`config.mk`:
```
export PLATFORM = sky130hd
export DESIGN_NAME = button_debounce_click_repeat_flat
export DESIGN_NICKNAME = d
export VERILOG_FILES = /design/src/rtl/bdc_pkg.sv /design/src/rtl/bdc_intf.sv /design/src/rtl/bdc_div.sv /design/src/rtl/bdc_hist.sv /design/src/rtl/button_debounce_click_repeat.sv /design/src/flat_wrapper.sv
export SDC_FILE = /design/constraint.sdc
export NUM_CORES = 1
export LEC_CHECK = 0
export BUFFER_PORTS_ARGS = -buffer_cell sky130_fd_sc_hd__buf_2
export CAP_MARGIN = 40
export CORE_MARGIN = 3
export CORE_UTILIZATION = 50
export DETAILED_ROUTE_END_ITERATION = 8
export MAX_ROUTING_LAYER = met4
export PLACE_DENSITY_LB_ADDON = 0.15
export SYNTH_ARGS = -nofsm -noshare
export SYNTH_HDL_FRONTEND = slang
export SYNTH_SLANG_ARGS = --single-unit
```
`constraint.sdc`:
```
create_clock -name clk_i -period 11.3 [get_ports clk_i]
set_clock_uncertainty 0.1 [all_clocks]
set_input_delay 1.13 -clock clk_i [delete_from_list [all_inputs] [get_ports clk_i]]
set_output_delay 1.13 -clock clk_i [all_outputs]
set_load 0.02 [all_outputs]
```
`src/rtl/bdc_pkg.sv`:
```
// ----------------------------------------------------------------------------
// bdc_pkg
// Shared widths, defaults, event codes and types for the button debouncer
// with click counting and hold-repeat.
// ----------------------------------------------------------------------------
package bdc_pkg;

  // Field widths
  localparam int TIME_W     = 32;
  localparam int PERIOD_W   = 10;
  localparam int DEBOUNCE_W = 15;
  localparam int MS_W       = 16;
  localparam int CNT_W      = 16;
  localparam int DCNT_W     = 5;
  localparam int CFG_IDX_W  = 3;
  localparam int CFG_DATA_W = 16;

  // History length default
  localparam int HISTORY_BITS_DEF = 32;

  // Register reset values
  localparam logic [PERIOD_W-1:0]   DEF_PERIOD    = 10'd10;
  localparam logic [DEBOUNCE_W-1:0] DEF_DEBOUNCE  = 15'd20;
  localparam logic [MS_W-1:0]       DEF_REP_DELAY = 16'd300;
  localparam logic [MS_W-1:0]       DEF_REP_RATE  = 16'd200;
  localparam logic [MS_W-1:0]       DEF_WINDOW    = 16'd500;
  localparam logic [MS_W-1:0]       DEF_TIMEOUT   = 16'd1000;

  // Debounce sample count ceiling
  localparam logic [DCNT_W-1:0] MAX_DEB_COUNT = 5'd30;

  // Register indexes
  localparam logic [CFG_IDX_W-1:0] REG_PERIOD    = 3'd0;
  localparam logic [CFG_IDX_W-1:0] REG_DEBOUNCE  = 3'd1;
  localparam logic [CFG_IDX_W-1:0] REG_REP_DELAY = 3'd2;
  localparam logic [CFG_IDX_W-1:0] REG_REP_RATE  = 3'd3;
  localparam logic [CFG_IDX_W-1:0] REG_WINDOW    = 3'd4;
  localparam logic [CFG_IDX_W-1:0] REG_TIMEOUT   = 3'd5;
  localparam logic [CFG_IDX_W-1:0] REG_ENABLED   = 3'd6;

  // Status codes
  localparam logic ST_OK       = 1'b0;
  localparam logic ST_DISABLED = 1'b1;

  // Button events
  typedef enum logic [1:0] {
    EV_NONE     = 2'd0,
    EV_PRESSED  = 2'd1,
    EV_RELEASED = 2'd2,
    EV_REPEAT   = 2'd3
  } bdc_event_e;

  // History judgement handed from the history unit to the sequencer
  typedef struct packed {
    logic down;  // low D samples all high
    logic up;    // low D samples all low
    logic rel;   // release pattern: window is zero or bit D alone
  } bdc_judge_t;

endpackage

```
`src/rtl/bdc_intf.sv`:
```
// ----------------------------------------------------------------------------
// bdc_intf
// Valid/ready channels of the button debouncer: sample input, result output
// and register write port.
// ----------------------------------------------------------------------------
interface bdc_in_if import bdc_pkg::*; ();
  logic              valid;
  logic              ready;
  logic [TIME_W-1:0] time_value;
  logic              time_is_delta;
  logic              pin_level;

  modport source (output valid, time_value, time_is_delta, pin_level, input ready);
  modport sink   (input valid, time_value, time_is_delta, pin_level, output ready);
endinterface

interface bdc_out_if import bdc_pkg::*; ();
  logic             valid;
  logic             ready;
  logic [1:0]       event_res;
  logic             status;
  logic [1:0]       last_event;
  logic [CNT_W-1:0] click_count;
  logic [CNT_W-1:0] repeat_count;
  logic             busy_res;

  modport source (output valid, event_res, status, last_event, click_count,
                  repeat_count, busy_res, input ready);
  modport sink   (input valid, event_res, status, last_event, click_count,
                  repeat_count, busy_res, output ready);
endinterface

interface bdc_cfg_if import bdc_pkg::*; ();
  logic                  valid;
  logic                  ready;
  logic [CFG_IDX_W-1:0]  index;
  logic [CFG_DATA_W-1:0] data;

  modport source (output valid, index, data, input ready);
  modport sink   (input valid, index, data, output ready);
endinterface

```
`src/rtl/bdc_div.sv`:
```
// ----------------------------------------------------------------------------
// bdc_div
// Restoring serial divider: 32-bit dividend by a 10-bit nonzero divisor,
// one quotient bit per cycle. done_o pulses when quotient and remainder hold.
// ----------------------------------------------------------------------------
module bdc_div import bdc_pkg::*; (
  input  logic                clk_i,
  input  logic                rst_ni,
  input  logic                start_i,
  input  logic [TIME_W-1:0]   dividend_i,
  input  logic [PERIOD_W-1:0] divisor_i,
  output logic                done_o,
  output logic [TIME_W-1:0]   quot_o,
  output logic [PERIOD_W-1:0] rem_o
);

  localparam int CW = $clog2(TIME_W);
  localparam logic [CW-1:0] LAST_STEP = CW'(TIME_W - 1);

  logic                busy_q, done_q;
  logic [CW-1:0]       cnt_q;
  logic [TIME_W-1:0]   quo_q;
  logic [PERIOD_W-1:0] rem_q;

  logic [PERIOD_W:0]   rem_sh, rem_sub;
  logic                ge;

  // One trial subtract per step
  always_comb begin
    rem_sh  = {rem_q, quo_q[TIME_W-1]};
    ge      = rem_sh >= {1'b0, divisor_i};
    rem_sub = ge ? (rem_sh - {1'b0, divisor_i}) : rem_sh;
  end

  // Step control
  always_ff @(posedge clk_i or negedge rst_ni) begin
    if (!rst_ni) begin
      busy_q <= 1'b0;
      done_q <= 1'b0;
      cnt_q  <= '0;
    end else begin
      done_q <= 1'b0;
      if (start_i) begin
        busy_q <= 1'b1;
        cnt_q  <= '0;
      end else if (busy_q) begin
        cnt_q <= cnt_q + 1'b1;
        if (cnt_q == LAST_STEP) begin
          busy_q <= 1'b0;
          done_q <= 1'b1;
        end
      end
    end
  end

  // Datapath: quotient shifts in over the dividend
  always_ff @(posedge clk_i) begin
    if (start_i) begin
      quo_q <= dividend_i;
      rem_q <= '0;
    end else if (busy_q) begin
      quo_q <= {quo_q[TIME_W-2:0], ge};
      rem_q <= rem_sub[PERIOD_W-1:0];
    end
  end

  assign done_o = done_q;
  assign quot_o = quo_q;
  assign rem_o  = rem_q;

endmodule

```
`src/rtl/bdc_hist.sv`:
```
// ----------------------------------------------------------------------------
// bdc_hist
// Pin level history register with multi-period shift and the debounce
// judgement (down, up, release pattern) for a sample count D.
// ----------------------------------------------------------------------------
module bdc_hist import bdc_pkg::*; #(
  parameter int HISTORY_BITS = HISTORY_BITS_DEF
) (
  input  logic              clk_i,
  input  logic              rst_ni,
  input  logic              shift_en_i,
  input  logic [TIME_W-1:0] pulses_i,
  input  logic              level_i,
  input  logic [DCNT_W-1:0] deb_cnt_i,
  output bdc_judge_t        judge_o
);

  localparam int SW = $clog2(HISTORY_BITS);

  logic [HISTORY_BITS-1:0] hist_q, hist_d;
  logic [HISTORY_BITS-1:0] ones, m_lo, m_win, h_bit, w_bits, lo_bits;
  logic                    fill;
  logic [SW-1:0]           sh;

  // Shift in one level per elapsed period; a long run fills the register
  always_comb begin
    ones   = '1;
    fill   = pulses_i >= TIME_W'(HISTORY_BITS);
    sh     = pulses_i[SW-1:0];
    hist_d = hist_q;
    if (shift_en_i) begin
      if (fill) begin
        hist_d = level_i ? ones : '0;
      end else begin
        hist_d = (hist_q << sh) | (level_i ? ~(ones << sh) : '0);
      end
    end
  end

  always_ff @(posedge clk_i or negedge rst_ni) begin
    if (!rst_ni) begin
      hist_q <= '0;
    end else begin
      hist_q <= hist_d;
    end
  end

  // Masks for the low D bits, the low D+1 bits and bit D
  always_comb begin
    for (int i = 0; i < HISTORY_BITS; i++) begin
      m_lo[i]  = i < int'(deb_cnt_i);
      m_win[i] = i <= int'(deb_cnt_i);
      h_bit[i] = i == int'(deb_cnt_i);
    end
    w_bits       = hist_q & m_win;
    lo_bits      = hist_q & m_lo;
    judge_o.down = (lo_bits == m_lo) && (int'(deb_cnt_i) <= HISTORY_BITS);
    judge_o.up   = lo_bits == '0;
    judge_o.rel  = (w_bits == h_bit) || (w_bits == '0);
  end

endmodule

```
`src/rtl/button_debounce_click_repeat.sv`:
```
// ----------------------------------------------------------------------------
// button_debounce_click_repeat
// Button debouncer with press/release detection, click counting and
// hold-repeat, driven by timestamped pin samples.
// ----------------------------------------------------------------------------
// Per sample the 32-step serial divider splits the elapsed time into whole
//   periods, the history shifts and, if a period elapsed, evaluation runs;
//   disabled: reported directly. After a period or debounce write the
// first sample also divides the debounce time. Input is taken only while
//   idle, also while a finished result waits on the output register.
// Reset: all state and registers to defaults at once, no clearing pass.
module button_debounce_click_repeat import bdc_pkg::*; #(
  parameter int HISTORY_BITS = HISTORY_BITS_DEF
) (
  input  logic       clk_i,
  input  logic       rst_ni,
  bdc_in_if.sink     in_i,
  bdc_out_if.source  out_o,
  bdc_cfg_if.sink    cfg_i
);

  // Sequencer codes
  localparam logic [2:0] S_IDLE   = 3'd0;
  localparam logic [2:0] S_DIVD   = 3'd1;
  localparam logic [2:0] S_DIVE   = 3'd2;
  localparam logic [2:0] S_SHIFT  = 3'd3;
  localparam logic [2:0] S_EVAL   = 3'd4;
  localparam logic [2:0] S_REPORT = 3'd5;

  // Configuration registers
  logic [PERIOD_W-1:0]   period_q;
  logic [DEBOUNCE_W-1:0] debounce_q;
  logic [MS_W-1:0]       rep_delay_q, rep_rate_q, window_q, timeout_q;
  logic                  enabled_q;

  // Button state
  logic [TIME_W-1:0] last_ts_q, press_time_q, release_time_q, repeat_time_q;
  logic              rep_started_q, pressed_q;
  logic [CNT_W-1:0]  clicks_q, repeats_q;
  bdc_event_e        recent_q;

  // Per-sample working registers
  logic [2:0]        state_q, state_d;
  logic              go_q, upd_q, status_q, lvl_q;
  bdc_event_e        ev_q;
  logic [TIME_W-1:0] t_q, el_q, tc_q;
  logic [DCNT_W-1:0] d_q;
  logic              d_valid_q;

  // Output register
  logic              out_valid_q;
  logic [1:0]        out_ev_q, out_last_q;
  logic              out_status_q, out_busy_q;
  logic [CNT_W-1:0]  out_clicks_q, out_repeats_q;

  // Internal nets
  logic                  cfg_we, in_acc, out_go;
  logic [PERIOD_W-1:0]   per_eff;
  logic [MS_W-1:0]       timeout_eff;
  logic [TIME_W-1:0]     t_in, div_dividend, div_quot, pulses, tc_next;
  logic [PERIOD_W-1:0]   div_rem;
  logic                  div_done, hist_shift;
  logic [DCNT_W-1:0]     d_next;
  bdc_judge_t            judge;
  logic [TIME_W-1:0]     hold_base, hold_diff, win_diff;
  logic [MS_W-1:0]       hold_thr;
  logic                  hold_fire, win_ge, closed_now, busy_now;
  logic [CNT_W-1:0]      clicks_rep;

  assign cfg_i.ready = 1'b1;
  assign cfg_we      = cfg_i.valid;
  assign in_i.ready  = state_q == S_IDLE;
  assign in_acc      = in_i.valid && (state_q == S_IDLE);
  assign out_go      = (state_q == S_REPORT) && (!out_valid_q || out_o.ready);

  // Register writes
  always_ff @(posedge clk_i or negedge rst_ni) begin
    if (!rst_ni) begin
      period_q    <= DEF_PERIOD;
      debounce_q  <= DEF_DEBOUNCE;
      rep_delay_q <= DEF_REP_DELAY;
      rep_rate_q  <= DEF_REP_RATE;
      window_q    <= DEF_WINDOW;
      timeout_q   <= DEF_TIMEOUT;
      enabled_q   <= 1'b0;
    end else if (cfg_we) begin
      unique case (cfg_i.index)
        REG_PERIOD:    period_q    <= cfg_i.data[PERIOD_W-1:0];
        REG_DEBOUNCE:  debounce_q  <= cfg_i.data[DEBOUNCE_W-1:0];
        REG_REP_DELAY: rep_delay_q <= cfg_i.data;
        REG_REP_RATE:  rep_rate_q  <= cfg_i.data;
        REG_WINDOW:    window_q    <= cfg_i.data;
        REG_TIMEOUT:   timeout_q   <= cfg_i.data;
        REG_ENABLED:   enabled_q   <= cfg_i.data[0];
        default: ;
      endcase
    end
  end

  // Zero period reads as 1 ms, zero timeout as the default
  assign per_eff     = (period_q == '0) ? PERIOD_W'(1) : period_q;
  assign timeout_eff = (timeout_q == '0) ? DEF_TIMEOUT : timeout_q;

  // Shared divider: debounce count first when stale, then elapsed time
  assign div_dividend = (state_q == S_DIVD) ? TIME_W'(debounce_q) : el_q;

  bdc_div u_div (
    .clk_i      (clk_i),
    .rst_ni     (rst_ni),
    .start_i    (go_q),
    .dividend_i (div_dividend),
    .divisor_i  (per_eff),
    .done_o     (div_done),
    .quot_o     (div_quot),
    .rem_o      (div_rem)
  );

  assign d_next = (div_quot >= TIME_W'(MAX_DEB_COUNT)) ? MAX_DEB_COUNT
                                                      : div_quot[DCNT_W-1:0] + 1'b1;

  // Cached sample count, dropped when period or debounce changes
  always_ff @(posedge clk_i or negedge rst_ni) begin
    if (!rst_ni) begin
      d_valid_q <= 1'b0;
      d_q       <= '0;
    end else if (cfg_we && (cfg_i.index == REG_PERIOD || cfg_i.index == REG_DEBOUNCE)) begin
      d_valid_q <= 1'b0;
    end else if (state_q == S_DIVD && div_done) begin
      d_valid_q <= 1'b1;
      d_q       <= d_next;
    end
  end

  // History: a gap past the timeout counts as one period
  assign pulses     = (el_q > TIME_W'(timeout_eff)) ? TIME_W'(1) : div_quot;
  assign hist_shift = (state_q == S_SHIFT) && (div_quot != '0);
  assign tc_next    = t_q - TIME_W'(div_rem);

  bdc_hist #(
    .HISTORY_BITS (HISTORY_BITS)
  ) u_hist (
    .clk_i      (clk_i),
    .rst_ni     (rst_ni),
    .shift_en_i (hist_shift),
    .pulses_i   (pulses),
    .level_i    (lvl_q),
    .deb_cnt_i  (d_q),
    .judge_o    (judge)
  );

  // Time of the sample
  assign t_in = in_i.time_is_delta ? (last_ts_q + in_i.time_value) : in_i.time_value;

  // Hold-repeat compare
  always_comb begin
    hold_base = rep_started_q ? repeat_time_q : press_time_q;
    hold_thr  = rep_started_q ? rep_rate_q : rep_delay_q;
    hold_diff = tc_q - hold_base;
    hold_fire = (rep_delay_q != '0) && !(rep_started_q && rep_rate_q == '0) &&
                (hold_diff >= TIME_W'(hold_thr));
  end

  // Click window at the stored timestamp
  always_comb begin
    win_diff   = last_ts_q - release_time_q;
    win_ge     = win_diff >= TIME_W'(window_q);
    closed_now = (window_q == '0) || (clicks_q == '0) || win_ge;
    clicks_rep = (upd_q && judge.up && closed_now) ? '0 : clicks_q;
    busy_now   = !judge.up || !((window_q == '0) || (clicks_rep == '0) || win_ge);
  end

  // Next sequencer state
  always_comb begin
    state_d = state_q;
    unique case (state_q)
      S_IDLE: begin
        if (in_acc) begin
          if (!enabled_q)     state_d = S_REPORT;
          else if (d_valid_q) state_d = S_DIVE;
          else                state_d = S_DIVD;
        end
      end
      S_DIVD:   if (div_done) state_d = S_DIVE;
      S_DIVE:   if (div_done) state_d = S_SHIFT;
      S_SHIFT:  state_d = (div_quot == '0) ? S_REPORT : S_EVAL;
      S_EVAL:   state_d = S_REPORT;
      S_REPORT: if (out_go) state_d = S_IDLE;
      default:  state_d = S_IDLE;
    endcase
  end

  // Sequencer and button state
  always_ff @(posedge clk_i or negedge rst_ni) begin
    if (!rst_ni) begin
      state_q        <= S_IDLE;
      go_q           <= 1'b0;
      upd_q          <= 1'b0;
      status_q       <= ST_OK;
      ev_q           <= EV_NONE;
      last_ts_q      <= '0;
      press_time_q   <= '0;
      release_time_q <= '0;
      repeat_time_q  <= '0;
      rep_started_q  <= 1'b0;
      pressed_q      <= 1'b0;
      clicks_q       <= '0;
      repeats_q      <= '0;
      recent_q       <= EV_NONE;
    end else begin
      state_q <= state_d;
      go_q    <= 1'b0;
      unique case (state_q)
        S_IDLE: begin
          if (in_acc) begin
            upd_q    <= 1'b0;
            ev_q     <= EV_NONE;
            status_q <= enabled_q ? ST_OK : ST_DISABLED;
            go_q     <= enabled_q;
          end
        end
        S_DIVD: begin
          if (div_done) go_q <= 1'b1;
        end
        S_EVAL: begin
          upd_q     <= 1'b1;
          last_ts_q <= tc_q;
          if (!pressed_q && judge.down) begin
            ev_q          <= EV_PRESSED;
            recent_q      <= EV_PRESSED;
            press_time_q  <= tc_q;
            repeat_time_q <= '0;
            rep_started_q <= 1'b0;
            repeats_q     <= '0;
            clicks_q      <= clicks_q + 1'b1;
            pressed_q     <= 1'b1;
          end else if (pressed_q && judge.rel) begin
            ev_q           <= EV_RELEASED;
            recent_q       <= EV_RELEASED;
            release_time_q <= tc_q;
            pressed_q      <= 1'b0;
          end else if (judge.down && hold_fire) begin
            ev_q          <= EV_REPEAT;
            recent_q      <= EV_REPEAT;
            repeat_time_q <= tc_q;
            rep_started_q <= 1'b1;
            repeats_q     <= repeats_q + 1'b1;
          end
        end
        S_REPORT: begin
          if (out_go) clicks_q <= clicks_rep;
        end
        default: ;
      endcase
    end
  end

  // Sample payload
  always_ff @(posedge clk_i) begin
    if (in_acc) begin
      t_q   <= t_in;
      el_q  <= t_in - last_ts_q;
      lvl_q <= in_i.pin_level;
    end
    if (state_q == S_SHIFT) tc_q <= tc_next;
  end

  // Output register
  always_ff @(posedge clk_i or negedge rst_ni) begin
    if (!rst_ni) begin
      out_valid_q <= 1'b0;
    end else if (out_go) begin
      out_valid_q <= 1'b1;
    end else if (out_o.ready) begin
      out_valid_q <= 1'b0;
    end
  end

  always_ff @(posedge clk_i) begin
    if (out_go) begin
      out_ev_q      <= ev_q;
      out_status_q  <= status_q;
      out_last_q    <= recent_q;
      out_clicks_q  <= clicks_rep;
      out_repeats_q <= repeats_q;
      out_busy_q    <= busy_now;
    end
  end

  assign out_o.valid        = out_valid_q;
  assign out_o.event_res    = out_ev_q;
  assign out_o.status       = out_status_q;
  assign out_o.last_event   = out_last_q;
  assign out_o.click_count  = out_clicks_q;
  assign out_o.repeat_count = out_repeats_q;
  assign out_o.busy_res     = out_busy_q;

`ifndef NO_ASSERTIONS
  // Divider only finishes while the sequencer waits on it
  a_div_done_in_div: assert property (@(posedge clk_i) disable iff (!rst_ni)
    div_done |-> (state_q == S_DIVD || state_q == S_DIVE))
    else $error("divider finished outside a divide state");

  // Click count moves only on evaluation or report
  a_clicks_change: assert property (@(posedge clk_i) disable iff (!rst_ni)
    (clicks_q != $past(clicks_q)) |->
      ($past(state_q) == S_EVAL || $past(state_q) == S_REPORT))
    else $error("click count changed outside evaluation or report");

  // Repeat count moves only with a press or a repeat event
  a_repeats_change: assert property (@(posedge clk_i) disable iff (!rst_ni)
    (repeats_q != $past(repeats_q)) |-> (ev_q == EV_PRESSED || ev_q == EV_REPEAT))
    else $error("repeat count changed without press or repeat");

  // Pressed state is entered only with a press event
  a_press_event: assert property (@(posedge clk_i) disable iff (!rst_ni)
    $rose(pressed_q) |-> (ev_q == EV_PRESSED))
    else $error("pressed without press event");
`endif

endmodule
```
`src/flat_wrapper.sv`:
```
// flat-port wrapper written by rule: the top's interface ports become plain ports
module button_debounce_click_repeat_flat import bdc_pkg::*;
#(
  parameter int HISTORY_BITS = HISTORY_BITS_DEF
)
  (clk_i, rst_ni, in_i_valid, in_i_time_value, in_i_time_is_delta, in_i_pin_level, in_i_ready, out_o_valid, out_o_event_res, out_o_status, out_o_last_event, out_o_click_count, out_o_repeat_count, out_o_busy_res, out_o_ready, cfg_i_valid, cfg_i_index, cfg_i_data, cfg_i_ready);
  bdc_in_if in_i_i ();
  bdc_out_if out_o_i ();
  bdc_cfg_if cfg_i_i ();
  input  logic clk_i;
  input  logic rst_ni;
  input wire logic [$bits(in_i_i.valid)-1:0] in_i_valid;
  input wire logic [$bits(in_i_i.time_value)-1:0] in_i_time_value;
  input wire logic [$bits(in_i_i.time_is_delta)-1:0] in_i_time_is_delta;
  input wire logic [$bits(in_i_i.pin_level)-1:0] in_i_pin_level;
  output wire logic [$bits(in_i_i.ready)-1:0] in_i_ready;
  output wire logic [$bits(out_o_i.valid)-1:0] out_o_valid;
  output wire logic [$bits(out_o_i.event_res)-1:0] out_o_event_res;
  output wire logic [$bits(out_o_i.status)-1:0] out_o_status;
  output wire logic [$bits(out_o_i.last_event)-1:0] out_o_last_event;
  output wire logic [$bits(out_o_i.click_count)-1:0] out_o_click_count;
  output wire logic [$bits(out_o_i.repeat_count)-1:0] out_o_repeat_count;
  output wire logic [$bits(out_o_i.busy_res)-1:0] out_o_busy_res;
  input wire logic [$bits(out_o_i.ready)-1:0] out_o_ready;
  input wire logic [$bits(cfg_i_i.valid)-1:0] cfg_i_valid;
  input wire logic [$bits(cfg_i_i.index)-1:0] cfg_i_index;
  input wire logic [$bits(cfg_i_i.data)-1:0] cfg_i_data;
  output wire logic [$bits(cfg_i_i.ready)-1:0] cfg_i_ready;
  assign in_i_i.valid = in_i_valid;
  assign in_i_i.time_value = in_i_time_value;
  assign in_i_i.time_is_delta = in_i_time_is_delta;
  assign in_i_i.pin_level = in_i_pin_level;
  assign in_i_ready = in_i_i.ready;
  assign out_o_valid = out_o_i.valid;
  assign out_o_event_res = out_o_i.event_res;
  assign out_o_status = out_o_i.status;
  assign out_o_last_event = out_o_i.last_event;
  assign out_o_click_count = out_o_i.click_count;
  assign out_o_repeat_count = out_o_i.repeat_count;
  assign out_o_busy_res = out_o_i.busy_res;
  assign out_o_i.ready = out_o_ready;
  assign cfg_i_i.valid = cfg_i_valid;
  assign cfg_i_i.index = cfg_i_index;
  assign cfg_i_i.data = cfg_i_data;
  assign cfg_i_ready = cfg_i_i.ready;
  button_debounce_click_repeat #(.HISTORY_BITS(HISTORY_BITS)) u_core (.clk_i(clk_i), .rst_ni(rst_ni), .in_i(in_i_i), .out_o(out_o_i), .cfg_i(cfg_i_i));
endmodule
```
After elaboration in Yosys (flattened, before gate mapping)
Cells that the tools add are included.

word-level totals
  bits in latches = 0
  memories = 0
  word-level logic and storage cells = 304
  flip-flop bits (word level) = 485
  bits in writable memories = 0
  bits in read-only memories = 0
  output and inout port bits = 41
  bits of input ports = 58

operators by class
  bitwise logic cells = 6
  $add $sub $neg = 10
  mux-type cells = 60
  $lt $le $gt $ge = 68
  divide/modulo/power cells = 0
  shift-type cells = 2
  $mul = 0
  reduce and logical (&&, ||, !) cells = 66
  eq/ne operators = 52

operators by type and width
  kind                     number
  $mux W32                 12
  $mux W16                 8
  $logic_not A32 Y1        3
  $sub A32 B32 Y32         3
  $eq A5 B5 Y1 const A     16
  $le A5 B5 Y1 const A     16
  $logic_not A16 Y1        5
  $lt A5 B5 Y1 const A     15
  $ge A32 B16 Y1           2
  $eq A4 B5 Y1 const A     8
  $le A4 B5 Y1 const A     8
  $lt A4 B5 Y1 const A     8
  $add A16 B1 Y16 const B  2
  $add A32 B32 Y32         1
  $and A32 B31 Y32         1
  $and A32 B32 Y32         1
  $eq A32 B31 Y1           1
  $eq A32 B32 Y1           1
  $ge A32 B5 Y1 const B    1
  $ge A32 B6 Y1 const B    1
  $gt A32 B16 Y1           1
  $not A32 Y32             1
  $or A32 B32 Y32          1
  $pmux W16 S2             1
  44 further kinds         147

Depth between registers and ports, before layout
Gate-level depths: netlist of run 1.

  word-level depth = 11
  mapped depth = 25

Modules after synthesis
A second synthesis of run 1 with hierarchy kept.

unflattened totals
  cell total of the unflattened synthesis = 3392
  area total of the unflattened synthesis = 32359.8 sq um

by module, submodules not included
  module                        seq. area each (sq um)  cells each  area each (sq um)  times used
  button_debounce_click_repeat  10814.1                 2648        25409.4            1
  bdc_hist                      775.7                   516         4299.1             1
  bdc_div                       1336.3                  228         2651.3             1

Least setup slack after synthesis of run 1
No wires, ideal clock.

  path kind = reg2reg
  from = reg u_core.rep_started_q
  to = reg u_core.repeats_q[15]
  path slack = 5.688 ns
  setup time = 0.122 ns
  arrival time = 5.391 ns
  stages on the path, launching flop included = 24
  path buffers = 4
  path through = dfrtp_1 -> clkbuf_1 -> clkbuf_1 -> buf_1 -> mux2i_1 -> fa_1 -> a21o_1 -> a211oi_2 -> o31ai_2 -> a21o_1 -> a21oi_1 -> o21ai_0 -> xor2_1 -> ha_1 -> nor2b_1 -> o21ai_0 -> o2111ai_1 -> a2111oi_0 -> nand4b_1 -> nor4_4 -> a211oi_2 -> and2_4 -> buf_6 -> a32o_1

between the ends
  longest elaborated chain between the ends = 7

ends and longest elaborated chain
  what                                                          line                                                                      source
  start, declared                                               button_debounce_click_repeat.sv:38                                        logic rep_started_q, pressed_q;
  start signal, assigned                                        button_debounce_click_repeat.sv:204                                       rep_started_q <= 1'b0;
  start signal, assigned                                        button_debounce_click_repeat.sv:232                                       rep_started_q <= 1'b0;
  start signal, assigned                                        button_debounce_click_repeat.sv:245                                       rep_started_q <= 1'b1;
  $mux W32 / $logic_and A1 B1 Y1 (equally long branches)        button_debounce_click_repeat.sv:156, button_debounce_click_repeat.sv:159
  $sub A32 B32 Y32 / $logic_not A1 Y1 (equally long branches)   button_debounce_click_repeat.sv:158, button_debounce_click_repeat.sv:159
  $ge A32 B16 Y1 / $logic_and A1 B1 Y1 (equally long branches)  button_debounce_click_repeat.sv:160, button_debounce_click_repeat.sv:159
  $logic_and A1 B1 Y1 (*)                                       button_debounce_click_repeat.sv:159                                       hold_fire = (rep_delay_q != '0) && !(rep_started_q && rep_rate_q == '0) &&
  $logic_and A1 B1 Y1 (*)                                       button_debounce_click_repeat.sv:241                                       end else if (judge.down && hold_fire) begin
  $reduce_bool A2 Y1 (no line) (*)                              -
  $reduce_and A3 Y1 (no line) (*)                               -
  end signal, assigned                                          button_debounce_click_repeat.sv:246                                       repeats_q <= repeats_q + 1'b1;
  end, declared                                                 button_debounce_click_repeat.sv:39                                        logic [CNT_W-1:0] clicks_q, repeats_q;

Mark *: on every way between the ends. The rest lies on a longest branch, timed or not.
A chain may end at the register's enable or synchronous reset.

Final worst setup path of run 1
  from = reg u_core.rep_started_q
  to = reg u_core.repeats_q[11]

Same word-level chain as after synthesis.

==> results of run 1 <==
[cells by family (layout without fill, tap and decap cells)]
group                    after synthesis  after routing  share of synthesized area (%)
flip-flops                           484            484                           40.2
other                                  1              7                         0.0117
buffers and inverters                422            486                           5.11
AO/OA/AOI/OAI                        967            967                           19.1
AND/OR/NAND/NOR                     1143           1143                           16.5
adder cells (fa/ha/maj)              206            206                           8.15
multiplexers                         219            219                           7.29
XOR/XNOR                             131            131                           3.57
[per-stage QoR]
step | total power (uW) | util [%] | setup WS (ps) | hold WS (ps) | instances
after detailed placement | 9690 | 53.0 | 5020 | 336 | 4379
final | 11600 | 55.9 | 5010 | 352 | 4489
after global placement | 9520 | 52.7 | 5040 | 340 | 4366
after global routing | 12500 | 55.9 | 4510 | 357 | 4489
after floorplan | 7900 | - | 5690 | 325 | 3573
after CTS | 11600 | 55.9 | 5070 | 351 | 4483
[report_power, final]
part           switching, uW  total (uW)  internal [uW]
Clock                    770        1810           1040
Combinational           3890        6500           2600
Sequential               654        3280           2630
[worst min-delay path by stage]
| stage | slack, ps | cells past startpoint | end | from |
|---|---|---|---|---|
| finish | 350 | 0 | u_core.out_o.last_event[1] | u_core.recent_q[1] |
| floorplan | 320 | 0 | u_core.out_o.last_event[1] | u_core.recent_q[1] |
| global placement | 340 | 0 | u_core.out_o.last_event[1] | u_core.recent_q[1] |
| global route | 360 | 0 | u_core.out_o.last_event[1] | u_core.recent_q[1] |
| detailed placement | 340 | 0 | u_core.out_o.last_event[1] | u_core.recent_q[1] |
| CTS | 350 | 0 | u_core.out_o.last_event[1] | u_core.recent_q[1] |
[critical path, delay by kind of cell, from the launching register on]
kind	cells	cell delay, ps
AOI/OAI and AO/OA	11	2490
buffers and inverters	2	700
adders and majority gates	3	880
DFF	1	340
xor gates and xnor gates	1	170
and+or+nand+nor	4	1130
muxes	1	300
[sequential cells by signal, summed over array words and instances, names as in the netlist, 31 cells and up]
name,count
u_core.repeat_time_q,32
u_core.press_time_q,32
u_core.last_ts_q,32
u_core.tc_q,32
u_core.u_div.quot_o,32
u_core.t_q,32
u_core.el_q,32
u_core.release_time_q,32
u_core.u_hist.hist_q,31
[final cells by class]
| type | count | area [um^2] |
|---|---|---|
| sequential | 484 | 12900 |
| inverter | 229 | 860 |
| clock buffer | 76 | 1590 |
| clock inverter | 28 | 243 |
| antenna | 6 | 15.0 |
| fill | 5712 | 27900 |
| multi-input combinational | 2667 | 17700 |
| timing repair buffer | 153 | 1030 |
| tap | 846 | 1060 |
[routing by layer]
layer  vias up  wire [um]  track usage, %
met5         -          0               -
met4         0       5690            14.9
met3       290       5440            3.90
met2       979      49200            51.2
met1     13262      41100            36.8
li1      12930          -               -
[Yosys cell counts (all sizes together), types with 42 or more instances]
master | count | area, um^2
clkbuf | 155 | 582
xnor2 | 90 | 788
nand2 | 465 | 1750
nor3 | 63 | 315
nor2 | 242 | 921
mux2i | 114 | 1140
ha | 200 | 2500
a21o | 61 | 458
mux2 | 103 | 1160
inv | 227 | 852
a21oi | 257 | 1290
nor2b | 42 | 263
dfrtp | 284 | 7110
nand3 | 80 | 400
nand4 | 62 | 388
o21ai | 291 | 1530
edfxtp | 167 | 5010
==> impl_metrics.py, run 1 <==
metrics = {
    "status": {
        "status": "finished clean",
    },
    "setup_path": {
        "critPathLaunch": "u_core.rep_started_q",
        "cp_data_arrival_time_ps": 6690,
        "crit_end": "u_core.repeats_q[11]",
        "regToRegStartpoint": "u_core.rep_started_q",
        "cp_slowest_cell": "buf_4",
        "reg2reg_depth": 22,
        "worstSetupPathType": "reg -> reg",
        "cp_data_required_time_ps": 11700,
        "crit_fanout": 49,
        "cp_cell_sequence": "buf_4 > mux2_2 > ha_1 > inv_1 > fa_1 > a21o_1 > a211oi_2 > o31ai_2 > a21o_1 > a21oi_1 > o21ai_0 > xor2_1 > ha_1 > nor2b_1 > o21ai_0 > o2111ai_1 > a2111oi_0 > nand4b_1 > nor4_4 > a211oi_4 > and2_4 > a32o_1",
        "critPathLaunchType": "flop",
        "rrSetupSlack_ps": 5010,
        "r2r_end": "u_core.repeats_q[11]",
        "end_kind": "flop",
        "slowest_delay_ps": 640,
    },
    "detailed_routing": {
        "ant_nets": 0,
        "post_drt_wl_per_cell_um": 22.6,
        "dr_total_vias": 27461,
        "drc": 0,
        "drt-total-wl_um": 101000,
        "firstDrtPassIters": 5,
        "via_per_inst": 6.12,
        "drt-initial-drc-count": 2251,
    },
    "floorplan": {
        "start_util_pct": 50.8,
        "row_count": 92,
        "core_region_area_um2": 63300,
        "io_pins": 99,
        "dieArea_um2": 67400,
        "die_h_um": 260,
        "die_w_um": 260,
    },
    "hold_path": {
        "min_path_type": "reg -> reg",
    },
    "clocking": {
        "htreeDepth": 2,
        "post_cts_resized": 0,
        "clkSinkCount": 484,
        "clk_path_buf_depth": 3,
        "clkLatencyLatePin_ps": 630,
        "postCtsHoldBufs": 0,
        "cts_tree": "yes",
        "cts_made_buffers": 55,
        "postCtsSetupBuffers": 0,
        "root_buffer": "clkbuf_16",
        "path_clk_slew_ps": 60,
    },
    "logic_synthesis": {
        "ys_seq_area_share_pct": 40.2,
        "syn_inst": 3573,
        "syn_area_per_cell_um2": 9.00,
        "ys_ff_latch": 484,
        "ys.flop_type": "dfrtp_1",
        "synth_fp_nets": 3837,
        "synth_async_sr_flop_share_pct": 63.4,
        "synth-edff-count": 167,
        "ys_types": 101,
        "synth_area_um2": 32200,
        "synth_warnings": 0,
    },
    "finish": {
        "layout_common_cells": "nand2_1 (464), dfrtp_1 (282), a21oi_1 (256)",
        "drive_above_1_share_pct": 12.3,
        "layout_commonest_cell": "nand2_1",
        "syn2layout_area_growth_pct": 10.0,
        "nets": 3854,
        "fin_area_um2": 35400,
    },
    "timing": {
        "max_clock_freq_mhz": 159,
        "setup_viol": 0,
        "worst_pin_slew_ps": 1010,
        "slew_viol_final": 0,
        "fin_crit_ps": 6290,
        "rsz0062_at_grt": "no",
        "slew-limit-headroom_pct": 32.1,
        "period_share_pct": 55.7,
        "fin_setup_tns_ps": 0,
        "hold_viol_final": 0,
    },
    "flow_run": {
        "drv_cap": 0,
    },
    "place": {
        "hpwlAfterDp_um": 75600,
        "port-buffer-count": 97,
        "gp_congestion": 0.996,
        "placed_area_um2": 33600,
    },
    "grt": {
        "grt_pass1_wl_um": 157000,
        "grt_usage_pct": 30.7,
        "grt_max_degree": 91,
        "globalRouteOverflowTotal": 0,
        "grt_pass1_vias": 26881,
        "antenna_found_initial": 7,
    },
    "power": {
        "p_leak_uw": 0.0151,
        "powerDensity_nw_per_um2": 327,
        "peakVddDrop_mv": 0.214,
    },
}
(Power assumes the default switching activity.)
==> run 2, diff against run 1 <==
--- a/config.mk
+++ b/config.mk
@@ -5,6 +5,7 @@
 export SDC_FILE = /design/constraint.sdc
 export NUM_CORES = 1
 export LEC_CHECK = 0
+export ABC_AREA = 1
 export BUFFER_PORTS_ARGS = -buffer_cell sky130_fd_sc_hd__buf_2
 export CAP_MARGIN = 40
 export CORE_MARGIN = 3
==> constraint.sdc (replaced) <==
create_clock -name clk_i -period 6.1 [get_ports clk_i]
set_clock_uncertainty 0.1 [all_clocks]
set_input_delay 0.61 -clock clk_i [delete_from_list [all_inputs] [get_ports clk_i]]
set_output_delay 0.61 -clock clk_i [all_outputs]
set_load 0.02 [all_outputs]
==> run 2 against run 1 <==
- worst hold slack worse by 320 ps
- via count grew 6.8%
- die area grew 0.67%
- cell count is 17% higher
- largest power group unchanged
- largest cell class unchanged
- synthesized cell count is 19% higher
==> impl_metrics.py, run 2 <==
metrics = {
    "status": {
        "status": "finished clean",
    },
    "power": {
        "peakVddDrop_mv": 0.300,
        "powerDensity_nw_per_um2": 558,
        "p_leak_uw": 0.0173,
    },
    "floorplan": {
        "row_count": 92,
        "io_pins": 99,
        "core_region_area_um2": 63500,
        "die_w_um": 261,
        "dieArea_um2": 67900,
        "start_util_pct": 51.0,
        "die_h_um": 261,
    },
    "logic_synthesis": {
        "synth_common_cells": "nand2_1 (1,053), inv_1 (538), o21ai_0 (374), nor2_1 (325), nand3_1 (310)",
        "synth_async_sr_flop_share_pct": 63.4,
        "synth_fp_nets": 4525,
        "syn_inst": 4261,
        "synth_largest_area_cell": "dfrtp_1",
        "ys_types": 66,
        "synth-edff-count": 167,
        "ys_ff_latch": 484,
        "ys_seq_area_share_pct": 39.9,
        "yosys.area.top_type_share_pct": 21.9,
        "synth_warnings": 0,
        "ys.flop_type": "dfrtp_1",
        "synthTopCellsByArea": "dfrtp_1 (22%), edfxtp_1 (15%), nand2_1 (12%), ha_1 (7.7%), inv_1 (6.2%)",
        "syn_area_per_cell_um2": 7.60,
        "synth_most_common_cell": "nand2_1",
        "synth_area_um2": 32400,
    },
    "clocking": {
        "postCtsSetupBuffers": 0,
        "htreeDepth": 2,
        "cts_tree": "yes",
        "clk_path_buf_depth": 3,
        "root_buffer": "clkbuf_16",
        "clkSinkCount": 484,
        "cts_made_buffers": 56,
        "path_clk_slew_ps": 70,
        "clkLatencyLatePin_ps": 640,
    },
    "setup_path": {
        "crit_fanout": 4,
        "end_kind": "flop",
        "worstSetupPathType": "reg -> reg",
        "crit_top_cell": "nand2_1",
        "critPathLaunchType": "flop",
        "cp_data_arrival_time_ps": 5590,
        "cp_slowest_cell": "dfrtp_1",
        "rrSetupSlack_ps": 790,
        "cp_data_required_time_ps": 6370,
        "slowest_delay_ps": 410,
    },
    "timing": {
        "rsz0062_at_grt": "no",
        "worst_pin_slew_ps": 881,
        "max_clock_freq_mhz": 188,
        "slew_viol_final": 0,
        "hold_viol_final": 0,
        "fin_setup_tns_ps": 0,
        "slew-limit-headroom_pct": 41.3,
        "fin_crit_ps": 5310,
        "fin_ws_ps": 787,
        "period_share_pct": 87.1,
        "setup_viol": 0,
    },
    "grt": {
        "grt_pass1_vias": 27919,
        "grt_max_degree": 117,
        "globalRouteOverflowTotal": 0,
        "grt_pass1_wl_um": 160000,
        "grt_usage_pct": 31.2,
        "antenna_found_initial": 1,
    },
    "finish": {
        "syn2layout_area_growth_pct": 11.9,
        "multi_input_area_um2": 16800,
        "layout_common_cells": "nand2_1 (1,053), inv_1 (537), o21ai_0 (374)",
        "drive_above_1_share_pct": 8.87,
        "nFillCells": 6180,
        "layout_commonest_cell": "nand2_1",
        "nets": 4636,
        "register_area_um2": 12900,
    },
    "place": {
        "hpwlAfterDp_um": 80400,
        "port-buffer-count": 97,
        "gp_congestion": 0.995,
        "dpl_worst_slack_ps": 569,
    },
    "detailed_routing": {
        "via_per_inst": 5.57,
        "ant_nets": 0,
        "post_drt_wl_per_cell_um": 19.6,
        "dr_total_vias": 29338,
        "firstDrtPassIters": 6,
        "drt-total-wl_um": 103000,
        "drc": 0,
        "drt-initial-drc-count": 2567,
    },
    "flow_run": {
        "drv_cap": 0,
    },
    "hold_path": {
        "min_path_type": "in -> reg",
    },
}
[run 2: path summary, 6_finish.rpt]
path | start | endpoint | cells after the start
max reg2reg | u_core.last_ts_q[0] | u_core.el_q[31] | 32
min | in_i_pin_level | u_core.lvl_q | 1
min reg2reg | u_core.status_q | u_core.out_o.status | 0
max | u_core.last_ts_q[0] | u_core.el_q[31] | 32
min in group asynchronous | rst_ni | u_core.u_hist.hist_q[21] | 2
max in group asynchronous | rst_ni | u_core.last_ts_q[15] | 3
[run 2: area by class of cell]
type                            instances  area share (%)
Multi-Input combinational cell       3098            46.5
Sequential cell                       484            35.7
Inverter                              552            5.72
Clock buffer                           77            4.54
Timing Repair Buffer                  180            3.59
Tap cell                              846            2.92
Clock inverter                         28            1.06
Antenna cell                            1         0.00691
[run 2: layer usage]
| layer | share of wire (%) | GRT usage, % | vias to the layer above |
|---|---|---|---|
| met5 | 0 | - | - |
| met2 | 45 | 48.9 | 899 |
| li1 | - | - | 14444 |
| met3 | 6.0 | 3.56 | 168 |
| met1 | 46 | 42.6 | 13827 |
| met4 | 3.4 | 9.68 | 0 |
[run 2: logic make-up (layout without fill, tap and decap cells)]
logic type,after synthesis,count (layout),synth area share [%]
adder cells (fa/ha/maj),206,206,8.10
XOR/XNOR,134,134,3.62
flip-flops,484,484,39.9
AO/OA/AOI/OAI,805,805,13.8
multiplexers,45,45,1.39
AND/OR/NAND/NOR,1907,1907,25.0
other,1,2,0.0116
buffers and inverters,679,837,8.17
[run 2: where the power goes]
part           total, uW  switching (uW)  leakage [uW]  internal, uW
clock               3680            1480      0.000999          2200
sequential          5700            1000       0.00551          4700
combinational      10800            7030        0.0107          3810
total              20200            9510        0.0173         10700
[run 2: stage by stage]
| step | utilization [%] | total power (uW) | instances | hold slack (ps) | area [um^2] |
|---|---|---|---|---|---|
| 5_1_grt | 57.0 | 21900 | 5266 | 45.1 | 36200 |
| 3_3_place_gp | 53.6 | 16200 | 5151 | 331 | 34000 |
| 2_1_floorplan | - | 13300 | 4261 | 214 | 32400 |
| 6_report | 57.0 | 20200 | 5266 | 37.1 | 36200 |
| 3_5_place_dp | 53.8 | 16400 | 5159 | 334 | 34200 |
| 4_1_cts | 57.0 | 20100 | 5265 | 12.4 | 36200 |
[run 2: timing repair]
action	in CTS	in global routing
hold buffers	1	0
hold endpoints to repair	79	0
gates resized for setup	0	0
[run 2: worst max-delay path, delay by kind of cell, from the launching register on]
family / cells / cell delay (ps)
buffers and inverters: 3 / 220
adder cells (fa/ha/maj): 3 / 970
XOR/XNOR: 2 / 340
AND/OR/NAND/NOR: 19 / 1710
AO/OA/AOI/OAI: 5 / 1280
flip-flops: 1 / 410
